[src/best_rational_approximation_macros.svh]
// ----------------------------------------------------------------------------
// Assertion macros for the rational approximation block.
// Each macro gives a labelled concurrent assertion; empty under SYNTHESIS.
// ----------------------------------------------------------------------------
`ifndef BEST_RATIONAL_APPROXIMATION_MACROS_SVH
`define BEST_RATIONAL_APPROXIMATION_MACROS_SVH
`ifndef SYNTHESIS
`define BRA_ASSERT(label, clk, rst_n, prop) \
  label: assert property (@(posedge clk) disable iff (!rst_n) prop) \
    else $error("assertion failed");
`define BRA_ASSERT_RST(label, clk, prop) \
  label: assert property (@(posedge clk) prop) else $error("assertion failed");
`else
`define BRA_ASSERT(label, clk, rst_n, prop)
`define BRA_ASSERT_RST(label, clk, prop)
`endif
`endif

[src/bra_pkg.sv]
// ----------------------------------------------------------------------------
// Rational approximation package
// Payload types, controller states, command and status structs.
// ----------------------------------------------------------------------------
package bra_pkg;

  localparam int unsigned IntW = 32;
  localparam int unsigned FracBits = 48;
  localparam int unsigned DenW = 32;
  localparam int unsigned PrecW = 48;
  localparam logic [PrecW-1:0] PrecReset = 48'd28;
  localparam logic [DenW:0] DenLimitA = 33'h0_FFFF_FFFF;
  localparam logic [DenW:0] DenLimitB = 33'h0_7FFF_FFFF;
  localparam int unsigned MaxSteps = 64;

  typedef enum logic [1:0] {
    CAUSE_HIGH  = 2'd0,
    CAUSE_LOW   = 2'd1,
    CAUSE_LIMIT = 2'd2
  } cause_e;

  typedef enum logic [3:0] {
    ST_IDLE, ST_ERR, ST_TEST, ST_DIV, ST_MUL, ST_ADV1, ST_ADV2,
    ST_FIN1, ST_FIN2, ST_OUT
  } state_e;

  typedef struct packed {
    logic [IntW-1:0] int_part;
    logic [PrecW-1:0] frac_part;
  } in_t;

  typedef struct packed {
    logic [IntW-1:0] numerator;
    logic [DenW-1:0] denominator;
    logic            num_overflow;
    logic [1:0]      stop_cause;
  } out_t;

  typedef struct packed {
    logic load;
    logic err;
    logic div_start;
    logic mul;
    logic adv1;
    logic adv2;
    logic fin1;
    logic fin2;
    logic stop_high;
    logic stop_low;
    logic stop_limit;
  } cmd_t;

  typedef struct packed {
    logic hit_high;
    logic hit_low;
    logic div_done;
    logic limit;
  } sts_t;

endpackage

[src/bra_ctrl.sv]
// ----------------------------------------------------------------------------
// Rational approximation controller
// Sequences load, error test, divide, bound update and result.
// ----------------------------------------------------------------------------
`include "best_rational_approximation_macros.svh"
module bra_ctrl (
  input  logic           clk_i,
  input  logic           rst_ni,
  input  logic           in_valid_i,
  output logic           in_ready_o,
  output logic           out_valid_o,
  input  logic           out_ready_i,
  input  bra_pkg::sts_t  sts_i,
  output bra_pkg::cmd_t  cmd_o
);
  bra_pkg::state_e state_q, state_d;
  logic [6:0] step_q, step_d;

  always_ff @(posedge clk_i or negedge rst_ni) begin
    if (!rst_ni) begin
      state_q <= bra_pkg::ST_IDLE;
      step_q <= '0;
    end else begin
      state_q <= state_d;
      step_q <= step_d;
    end
  end

  always_comb begin
    state_d = state_q;
    step_d = step_q;
    cmd_o = '0;
    in_ready_o = 1'b0;
    out_valid_o = 1'b0;
    case (state_q)
      bra_pkg::ST_IDLE: begin
        in_ready_o = 1'b1;
        if (in_valid_i) begin
          cmd_o.load = 1'b1;
          step_d = '0;
          state_d = bra_pkg::ST_ERR;
        end
      end
      bra_pkg::ST_ERR: begin
        cmd_o.err = 1'b1;
        state_d = bra_pkg::ST_TEST;
      end
      bra_pkg::ST_TEST: begin
        if (step_q == 7'(bra_pkg::MaxSteps)) begin
          cmd_o.stop_limit = 1'b1;
          state_d = bra_pkg::ST_FIN1;
        end else if (sts_i.hit_high) begin
          cmd_o.stop_high = 1'b1;
          state_d = bra_pkg::ST_FIN1;
        end else if (sts_i.hit_low) begin
          cmd_o.stop_low = 1'b1;
          state_d = bra_pkg::ST_FIN1;
        end else begin
          cmd_o.div_start = 1'b1;
          state_d = bra_pkg::ST_DIV;
        end
      end
      bra_pkg::ST_DIV: begin
        if (sts_i.div_done) state_d = bra_pkg::ST_MUL;
      end
      bra_pkg::ST_MUL: begin
        cmd_o.mul = 1'b1;
        state_d = bra_pkg::ST_ADV1;
      end
      bra_pkg::ST_ADV1: begin
        if (sts_i.limit) begin
          cmd_o.stop_limit = 1'b1;
          state_d = bra_pkg::ST_FIN1;
        end else begin
          cmd_o.adv1 = 1'b1;
          state_d = bra_pkg::ST_ADV2;
        end
      end
      bra_pkg::ST_ADV2: begin
        cmd_o.adv2 = 1'b1;
        step_d = step_q + 7'd1;
        state_d = bra_pkg::ST_ERR;
      end
      bra_pkg::ST_FIN1: begin
        cmd_o.fin1 = 1'b1;
        state_d = bra_pkg::ST_FIN2;
      end
      bra_pkg::ST_FIN2: begin
        cmd_o.fin2 = 1'b1;
        state_d = bra_pkg::ST_OUT;
      end
      bra_pkg::ST_OUT: begin
        out_valid_o = 1'b1;
        if (out_ready_i) state_d = bra_pkg::ST_IDLE;
      end
      default: state_d = bra_pkg::ST_IDLE;
    endcase
  end

  `BRA_ASSERT(a_no_both, clk_i, rst_ni, !(in_ready_o && out_valid_o))
  `BRA_ASSERT(a_step_cap, clk_i, rst_ni, step_q <= 7'(bra_pkg::MaxSteps))
  `BRA_ASSERT(a_load_err, clk_i, rst_ni, cmd_o.load |=> state_q == bra_pkg::ST_ERR)
  `BRA_ASSERT(a_fin_out, clk_i, rst_ni, cmd_o.fin2 |=> out_valid_o)
endmodule

[config.mk]
export PLATFORM = sky130hd
export DESIGN_NAME = bra_ctrl
export DESIGN_NICKNAME = d
export VERILOG_FILES = /design/src/bra_pkg.sv /design/src/bra_ctrl.sv
export VERILOG_INCLUDE_DIRS = /design/src /design/src/src
export SDC_FILE = /design/constraint.sdc
export NUM_CORES = 1
export LEC_CHECK = 0
export ABC_AREA = 0
export BUFFER_PORTS_ARGS = -buffer_cell sky130_fd_sc_hd__clkbuf_2
export CAP_MARGIN = 5
export CORE_ASPECT_RATIO = 0.9
export CORE_MARGIN = 4
export CORE_UTILIZATION = 30
export DETAILED_ROUTE_END_ITERATION = 8
export HOLD_SLACK_MARGIN = 0.05
export PLACE_DENSITY_LB_ADDON = 0.08
export SLEW_MARGIN = 20
export SYNTH_ARGS = -nofsm -noshare
export SYNTH_HDL_FRONTEND = slang
export SYNTH_SLANG_ARGS = --single-unit
[constraint.sdc]
create_clock -name clk_i -period 1.4 [get_ports clk_i]
set_input_delay 0 -clock clk_i [delete_from_list [all_inputs] [get_ports clk_i]]
set_output_delay 0 -clock clk_i [all_outputs]
set_load 0.02 [all_outputs]
==> flow_metrics.py, run 1 <==
metrics = {
    "placed_design": {
        "dp_cells": 148,
        "io_buffers": 20,
        "dp_hpwl_mm": 1.540,
        "dpl_cell_area_um2": 1018,
        "routabilityCongestion": 0.7366,
    },
    "grt": {
        "antenna_found_initial": 0,
        "grt_first_pass_wirelength_mm": 3.677,
        "grt.total_usage_pct": 14.08,
        "grt_max_degree": 13,
        "grt_overflow": 0,
        "grt_pass1_vias": 784,
    },
    "clock_tree": {
        "clock-sinks": 11,
        "cts_tree": "built",
        "cts_max_level": 1,
        "clk_latency_ns": 0.28,
        "cts-root-buf": "clkbuf_4",
        "clkTransAtPathRegs_ns": 0.07,
        "cts_made_buffers": 3,
        "clockBufferDepth": 2,
    },
    "floorplan": {
        "die_height_um": 55.30,
        "start_util_pct": 32.96,
        "ios": 21,
        "coreArea_um2": 2262,
        "fp-row-count": 16,
        "die_area_um2": 3349,
        "die_w_um": 60.56,
    },
    "pwr": {
        "seqPwrFrac_pct": 18.8,
        "internal_power_w": 0.001847,
        "swShare_pct": 41.52,
        "p_switching_w": 0.001312,
        "ir_drop_uv": 1238,
        "combinationalPowerShare_pct": 74.0,
        "pwr-share-clk_pct": 7.1,
        "p_per_area_nw_per_um2": 2250,
        "p_leak_nw": 0.6679,
    },
    "finish": {
        "stdcell_count": 168,
        "drive_above_1_share_pct": 58.87,
        "n_antenna_cell": 0,
        "fin_area_um2": 1404,
        "area_delta_synth_final_pct": 88.26,
        "final_cell_mix": "25 x buf_4, 10 x clkbuf_2, 10 x dfrtp_1",
        "final_common_cell": "buf_4",
        "nets": 152,
        "fillers": 184,
    },
    "critical_path": {
        "cp.arrival_ns": 1.75,
        "crit_start": "step_q[4]",
        "worst-setup-path-type": "reg -> out",
        "startpoint_type": "register",
        "setup.worst_path.end_class": "primary output",
        "path_max_fanout": 2,
        "reg2reg_from": "state_q[1]",
        "worstPathRequired_ns": 1.40,
    },
    "yosys": {
        "synth-seq-cells": 11,
        "synth_warnings": 0,
        "synth_cell_types": 34,
        "ys_async_sr_fraction_pct": 100.0,
        "syn_nets": 97,
        "syn_avg_cell_area_um2": 8.571,
        "synth_flop_cell": "dfrtp_1",
        "syn_inst": 87,
        "syn-cell-area_um2": 745.7,
        "synth-edff-count": 0,
        "ys_seq_area_share_pct": 36.91,
    },
    "detailed_routing": {
        "wirelength_mm": 2.204,
        "vias_per_cell": 5.060,
        "drc": 0,
        "drt_iter0_drc": 12,
        "num_vias": 850,
        "antenna_left": 0,
        "wire_per_inst_um": 13.12,
        "first_pass_iters": 4,
    },
    "timing": {
        "rsz0062_at_grt": "yes",
        "max_freq_mhz": 572.7,
        "setup_ws_ns": -0.3461,
        "fin_setup_tns_ns": -2.706,
        "fin_crit_ns": 1.746,
        "slew_headroom_pct": 73.35,
        "skew_ns": 0.003722,
        "hold_viol": 0,
        "setup_viol": 14,
        "tightest_slew_ns": 0.3993,
        "post-route-period-util_pct": 124.7,
        "slew_viol_final": 0,
    },
    "run_status": {
        "status": "finished with violations",
        "violations": "setup timing",
    },
    "hold_path": {
        "min_path_type": "in -> reg",
        "hp-start": "sts_i[2]",
    },
    "run": {
        "cap_viol_max_count": 0,
    },
}
kinds of logic (layout without fill, tap and decap cells):
group,Yosys count,after routing,share of synthesized area [%]
AND/OR/NAND/NOR,38,38,30.87
flip-flops,11,11,36.91
buffers and inverters,11,65,5.537
AO/OA/AOI/OAI,23,23,20.64
multiplexers,2,2,2.685
adder cells (fa/ha/maj),2,2,3.355
worst max-delay path: stages (launching register included):
cell     delay (ns)
dfrtp_1        0.39
nor4_2         0.30
or4b_4         0.51
a21oi_4        0.15
buf_8          0.12
per-stage QoR:
| step | utilization (%) | total power, W | setup slack [ns] | hold slack [ns] |
|---|---|---|---|---|
| floorplan | - | 0.001477 | 0.009816 | -0.2956 |
| global placement | 45.02 | 0.002082 | -0.08697 | -0.1052 |
| detailed placement | 45.02 | 0.002096 | -0.1194 | -0.1037 |
| CTS | 56.80 | 0.002833 | -0.3760 | 0.05234 |
| global route | 62.06 | 0.003377 | -0.4142 | 0.07464 |
| finish | 62.06 | 0.003159 | -0.3461 | 0.06182 |
cell type report:
class | count | area, um2 | share of cell area [%]
Multi-Input combinational cell | 65 | 570.5 | 40.64
Timing Repair Buffer | 54 | 466.7 | 33.24
Sequential cell | 11 | 276.5 | 19.70
Tap cell | 27 | 33.78 | 2.406
Inverter | 7 | 28.78 | 2.050
Clock buffer | 3 | 22.52 | 1.604
Clock inverter | 1 | 5.005 | 0.3565
what timing repair did:
action / CTS / global route
gates resized for setup: 44 / 26
endpoints found under the hold margin: 13 / 0
hold buffers: 3 / 0
pin swaps: 5 / 7
endpoints found under the setup margin: 17 / 21
setup buffers: 7 / 9
final timing paths:
path / slack, ns / endpoint / depth (start not counted)
worst max-delay path: -0.35 / cmd_o[0] / 4
worst max register to register: -0.24 / step_q[3] / 6
max in group asynchronous: 1.04 / state_q[2] / 2
worst min register to register: 0.55 / step_q[6] / 1
worst min-delay path: 0.06 / state_q[2] / 3
min in group asynchronous: 0.12 / step_q[2] / 2
power by group through the flow:
stage	sequential, W	clock [W]	combinational (W)
2_1_floorplan	0.000599	0	0.000878
3_3_place_gp	0.000584	0	0.00150
3_5_place_dp	0.000589	0	0.00151
4_1_cts	0.000594	0.000230	0.00201
5_1_grt	0.000608	0.000253	0.00252
6_report	0.000595	0.000225	0.00234
flip-flops by register name, indices dropped and copies added, names as in the netlist:
signal   flops
state_q      4
step_q       7
cell usage after synthesis, drive strengths merged (2+ instances only):
library cell  number  share of area, %
dfrtp             11                37
inv                7               3.5
nor2               7               3.5
o21ai              6               4.0
nand2              5               2.5
a21oi              4               2.7
and3               4               3.4
clkbuf             4               2.0
nand2b             4               3.4
nor3               4               2.7
ha                 2               3.4
mux2i              2               2.7
nand4              2               1.7
nor2b              2               1.7
nor3b              2               2.0
o21a               2               2.0
o31ai              2               2.0
layer usage:
| metal | vias to the layer above | GRT usage, % | routed length (um) |
|---|---|---|---|
| li1 | 438 | - | - |
| met1 | 387 | 20.83 | 1018 |
| met2 | 22 | 19.60 | 1021 |
| met3 | 3 | 4.429 | 144 |
| met4 | 0 | 3.715 | 19 |
| met5 | - | 0 | 0 |
Power figures use the tool's default switching activity.
==> run 2: changes to the inputs <==
Settings changed: PLACE_DENSITY set to 0.63, PLACE_DENSITY_LB_ADDON 0.08 to not set.
==> run 2 against run 1 <==
The flow still finishes with violations (setup timing). Non-clock buffer count shrank 10. Clock skew down 0.0015 ns. Sequential share of layout area up 1.5 points. Worst hold slack hardly changed. Cell count fell by 6.0%. Design area shrank 7.0%. Core utilization decreased by 4.4 points. Sequential power is 4.5% higher. Critical endpoint unchanged.
==> flow_metrics.py, run 2 (synthesis results as in run 1) <==
metrics = {
    "timing": {
        "fin_setup_tns_ns": -1.916,
        "max_freq_mhz": 569.4,
        "slew_headroom_pct": 74.59,
        "skew_ns": 0.002257,
        "post-route-period-util_pct": 125.4,
        "fin_crit_ns": 1.756,
        "slew_viol_final": 0,
        "hold_viol": 0,
        "setup_viol": 14,
        "setup_ws_ns": -0.3562,
        "tightest_slew_ns": 0.3807,
        "rsz0062_at_grt": "yes",
    },
    "finish": {
        "area_delta_synth_final_pct": 75.00,
        "top_register": "step_q",
        "nets": 142,
        "reg_top3": "step_q x7, state_q x4",
        "final_cell_mix": "18 x buf_4, 11 x clkbuf_2, 10 x dfrtp_1",
        "fin_util_pct": 57.69,
        "drive_above_1_share_pct": 53.44,
        "final_common_cell": "buf_4",
        "n_antenna_cell": 0,
        "largest_register_ffs": 7,
    },
    "detailed_routing": {
        "drc": 0,
        "first_pass_iters": 4,
        "wirelength_mm": 2.231,
        "vias_per_cell": 5.329,
        "drt_iter0_drc": 15,
        "wire_per_inst_um": 14.12,
        "route.met2.wl_mm": 1.148,
        "met1_length_um": 990,
        "num_vias": 842,
        "antenna_left": 0,
        "route.met3.wl_um": 78,
        "top_layer_used": "met4",
    },
    "critical_path": {
        "cp.arrival_ns": 1.76,
        "worstPathRequired_ns": 1.40,
        "setup.worst_path.end_class": "primary output",
        "worst-setup-path-type": "reg -> out",
        "startpoint_type": "register",
        "path_max_fanout": 2,
    },
    "floorplan": {
        "die_area_um2": 3349,
        "coreArea_um2": 2262,
        "die_w_um": 60.56,
        "fp-row-count": 16,
        "ios": 21,
        "die_height_um": 55.30,
        "start_util_pct": 32.96,
    },
    "run_status": {
        "status": "finished with violations",
        "violations": "setup timing",
    },
    "run": {
        "cap_viol_max_count": 0,
    },
    "pwr": {
        "ir_drop_uv": 1209,
        "p_per_area_nw_per_um2": 2291,
        "p_leak_nw": 0.6074,
    },
    "clock_tree": {
        "clkTransAtPathRegs_ns": 0.07,
        "cts_made_buffers": 3,
        "clk_latency_ns": 0.27,
        "cts_tree": "built",
        "cts_max_level": 1,
        "clockBufferDepth": 2,
        "cts-root-buf": "clkbuf_4",
        "clock-sinks": 11,
    },
    "grt": {
        "grt_pass1_vias": 761,
        "grt_max_degree": 14,
        "grt_first_pass_wirelength_mm": 3.670,
        "grt_overflow": 0,
        "grt.total_usage_pct": 14.38,
        "antenna_found_initial": 0,
    },
    "placed_design": {
        "routabilityCongestion": 0.7813,
        "dp_hpwl_mm": 1.462,
        "io_buffers": 20,
    },
    "hold_path": {
        "min_path_type": "in -> reg",
    },
}
[run 2: report_power, final]
group | switching [W] | leakage, nW | total [W] | internal [W]
clock network | 0.000115 | 0.0150 | 0.000226 | 0.000111
logic | 0.00102 | 0.451 | 0.00214 | 0.00112
registers | 0.000151 | 0.141 | 0.000622 | 0.000471
[run 2: final timing paths]
path / from / end / slack [ns] / cells past startpoint
max in group asynchronous: rst_ni / state_q[2] / 1.03 / 2
worst max-delay path: step_q[4] / cmd_o[0] / -0.36 / 4
worst max register to register: state_q[0] / step_q[1] / -0.09 / 5
min in group asynchronous: rst_ni / step_q[0] / 0.13 / 2
worst min-delay path: sts_i[1] / state_q[1] / 0.06 / 3
worst min register to register: step_q[6] / step_q[6] / 0.51 / 1
[run 2: layer usage]
| metal | up-vias | global-route usage, % |
|---|---|---|
| li1 | 409 | - |
| met1 | 418 | 20.06 |
| met2 | 13 | 21.91 |
| met3 | 2 | 3.730 |
| met4 | 0 | 3.715 |
| met5 | - | 0 |
[run 2: final cells by class]
class | count | area (um2)
fill | 182 | 957.2
clock buffer | 4 | 26.28
timing repair buffer | 44 | 377.9
tap | 27 | 33.78
sequential | 11 | 276.5
multi-input combinational | 65 | 561.8
inverter | 7 | 28.78
[run 2: repair_timing]
item / 4_1_cts / 5_1_grt
resized for setup: 33 / 24
hold endpoints to repair: 12 / 0
gates cloned: 0 / 1
pin swaps: 3 / 6
setup buffers: 5 / 3
hold buffers: 2 / 0
endpoints found under the setup margin: 13 / 21
[run 2: metrics by stage]
step                std cells  area, um2  hold slack, ns  total power, W  setup WS (ns)
detailed placement        145      996.0         -0.1124        0.002036        -0.1059
global placement          145      996.0         -0.1086        0.001995       -0.08246
CTS                       156       1197         0.06446        0.002620        -0.3641
global route              158       1305         0.05304        0.003189        -0.4100
finish                    158       1305         0.06208        0.002990        -0.3562
floorplan                  87      764.5         -0.2956        0.001477       0.009816
[run 2: critical path, cell delays in order (launching register included)]
cell and delay [ns]:
dfrtp_1 0.41, nor4_4 0.30, or4b_4 0.50, a21oi_4 0.14, buf_8 0.12
==> run 3: changes to the inputs <==
Settings changed: SKIP_CTS_REPAIR_TIMING set to 1.
==> run 3 against run 2 <==
The flow still finishes with violations (setup timing). Sequential cell count is the same. Global-route usage fell by 1.9 points. Sequential power is 0.8% higher. Critical endpoint unchanged. Largest power group unchanged. Highest routed layer unchanged.
==> flow_metrics.py, run 3 (synthesis results as in run 1) <==
metrics = {
    "pwr": {
        "internal_power_w": 0.001525,
        "pwr-share-clk_pct": 7.9,
        "seqPwrFrac_pct": 22.9,
        "combinationalPowerShare_pct": 69.2,
        "swShare_pct": 44.22,
        "ir_drop_uv": 1160,
        "p_leak_nw": 0.5652,
        "p_per_area_nw_per_um2": 2258,
        "p_switching_w": 0.001209,
        "p_total_w": 0.002735,
    },
    "hold_path": {
        "hp-start": "sts_i[1]",
        "hold-path-cell-count": 3,
        "whs_endpoint": "state_q[1]",
        "min_path_type": "in -> reg",
    },
    "critical_path": {
        "cp.arrival_ns": 1.74,
        "r2r_cells": 5,
        "reg2reg_from": "state_q[3]",
        "worstPathRequired_ns": 1.40,
        "cpMaxStageDelayCell": "or4b_4",
        "rrSetupSlack_ns": -0.14,
        "path_max_fanout": 2,
        "r2r_end": "step_q[2]",
        "path_cells": "nor4_4 > or4b_4 > a21oi_4 > buf_6",
        "max_stage_delay_ns": 0.50,
        "setup.worst_path.end_class": "primary output",
        "startpoint_type": "register",
        "worst-setup-path-type": "reg -> out",
    },
    "grt": {
        "antenna_found_initial": 0,
        "grt_max_degree": 14,
        "grt_first_pass_wirelength_mm": 3.249,
        "grt_overflow": 0,
        "grt_pass1_vias": 700,
        "grt.total_usage_pct": 12.52,
    },
    "floorplan": {
        "start_util_pct": 32.96,
        "die_area_um2": 3349,
        "fp-row-count": 16,
        "die_w_um": 60.56,
        "ios": 21,
        "die_height_um": 55.30,
        "coreArea_um2": 2262,
    },
    "timing": {
        "slew_headroom_pct": 75.40,
        "tightest_slew_ns": 0.3686,
        "rsz0062_at_grt": "yes",
        "setup_ws_ns": -0.3444,
        "hold_viol": 0,
        "setup_viol": 13,
        "max_freq_mhz": 573.2,
        "post-route-period-util_pct": 124.6,
        "slew_viol_final": 0,
        "fin_crit_ns": 1.744,
        "skew_ns": 0.002116,
        "fin_setup_tns_ns": -1.985,
    },
    "finish": {
        "top_register": "step_q",
        "drive_above_1_share_pct": 49.61,
        "fin_util_pct": 53.54,
        "n_antenna_cell": 0,
        "nets": 138,
        "largest_register_ffs": 7,
        "area_delta_synth_final_pct": 62.42,
        "final_cell_mix": "13 x buf_4, 11 x clkbuf_2, 10 x buf_6, 10 x dfrtp_1",
        "reg_top3": "step_q x7, state_q x4",
        "final_common_cell": "buf_4",
    },
    "clock_tree": {
        "clockBufferDepth": 2,
        "clk_latency_ns": 0.27,
        "cts_tree": "built",
        "clkTransAtPathRegs_ns": 0.07,
        "clock-sinks": 11,
        "cts_made_buffers": 3,
        "cts_max_level": 1,
        "cts-root-buf": "clkbuf_4",
    },
    "detailed_routing": {
        "first_pass_iters": 4,
        "vias_per_cell": 5.351,
        "antenna_left": 0,
        "wirelength_mm": 2.100,
        "drc": 0,
        "wire_per_inst_um": 13.64,
        "num_vias": 824,
        "drt_iter0_drc": 11,
    },
    "placed_design": {
        "dp_hpwl_mm": 1.462,
        "io_buffers": 20,
        "routabilityCongestion": 0.7813,
    },
    "run_status": {
        "status": "finished with violations",
        "violations": "setup timing",
    },
    "run": {
        "cap_viol_max_count": 0,
    },
}
[run 3: cell types whose count changed in the layout (fill, tap and decap cells not counted), sizes merged]
| cell | previous run | this run |
|---|---|---|
| buf | 28 | 27 |
| inv | 7 | 6 |
| clkinvlp | 0 | 1 |
| clkbuf | 18 | 15 |
[run 3: worst max path at each step]
stage,startpoint,end,slack [ns],cells past startpoint
after floorplan,step_q[4],cmd_o[0],0.01,3
after global placement,step_q[4],cmd_o[0],-0.08,4
after detailed placement,step_q[4],cmd_o[0],-0.11,4
after CTS,step_q[0],cmd_o[0],-0.39,6
after global routing,step_q[4],cmd_o[0],-0.41,4
final,step_q[4],cmd_o[0],-0.34,4
[run 3: power by group through the flow]
stage / registers [W] / clock network, W / logic (W)
finish: 0.000627 / 0.000216 / 0.00189
CTS: 0.000577 / 0.000218 / 0.00146
floorplan: 0.000599 / 0 / 0.000878
detailed placement: 0.000584 / 0 / 0.00145
global route: 0.000649 / 0.000237 / 0.00204
global placement: 0.000578 / 0 / 0.00142
[run 3: metal layers]
layer / share of wire [%] / GRT usage [%]
met4: 1.3 / 3.715
met5: 0 / 0
met3: 3.8 / 3.030
met1: 42 / 18.18
met2: 53 / 18.21
[run 3: final cells by class]
| class | count | area (um2) |
|---|---|---|
| inverter | 7 | 30.03 |
| sequential | 11 | 276.5 |
| multi-input combinational | 65 | 539.3 |
| tap | 27 | 33.78 |
| fill | 203 | 1051 |
| timing repair buffer | 40 | 305.3 |
| clock buffer | 4 | 26.28 |
[run 3: critical path, delay by kind of cell, from the launching register on]
kind / cells / cell delay (ns)
flip-flops: 1 / 0.41
AO/OA/AOI/OAI: 1 / 0.13
AND/OR/NAND/NOR: 2 / 0.80
buffers and inverters: 1 / 0.13
[run 3: per-stage QoR]
| stage | worst slack [ns] | cell area [um2] | std cells | hold WS [ns] |
|---|---|---|---|---|
| after floorplan | 0.009816 | 764.5 | 87 | -0.2956 |
| after global placement | -0.08246 | 996.0 | 145 | -0.1086 |
| after detailed placement | -0.1059 | 996.0 | 145 | -0.1124 |
| after CTS | -0.3910 | 1022 | 149 | -0.4014 |
| after global routing | -0.4111 | 1211 | 154 | 0.06546 |
| final | -0.3444 | 1211 | 154 | 0.07093 |
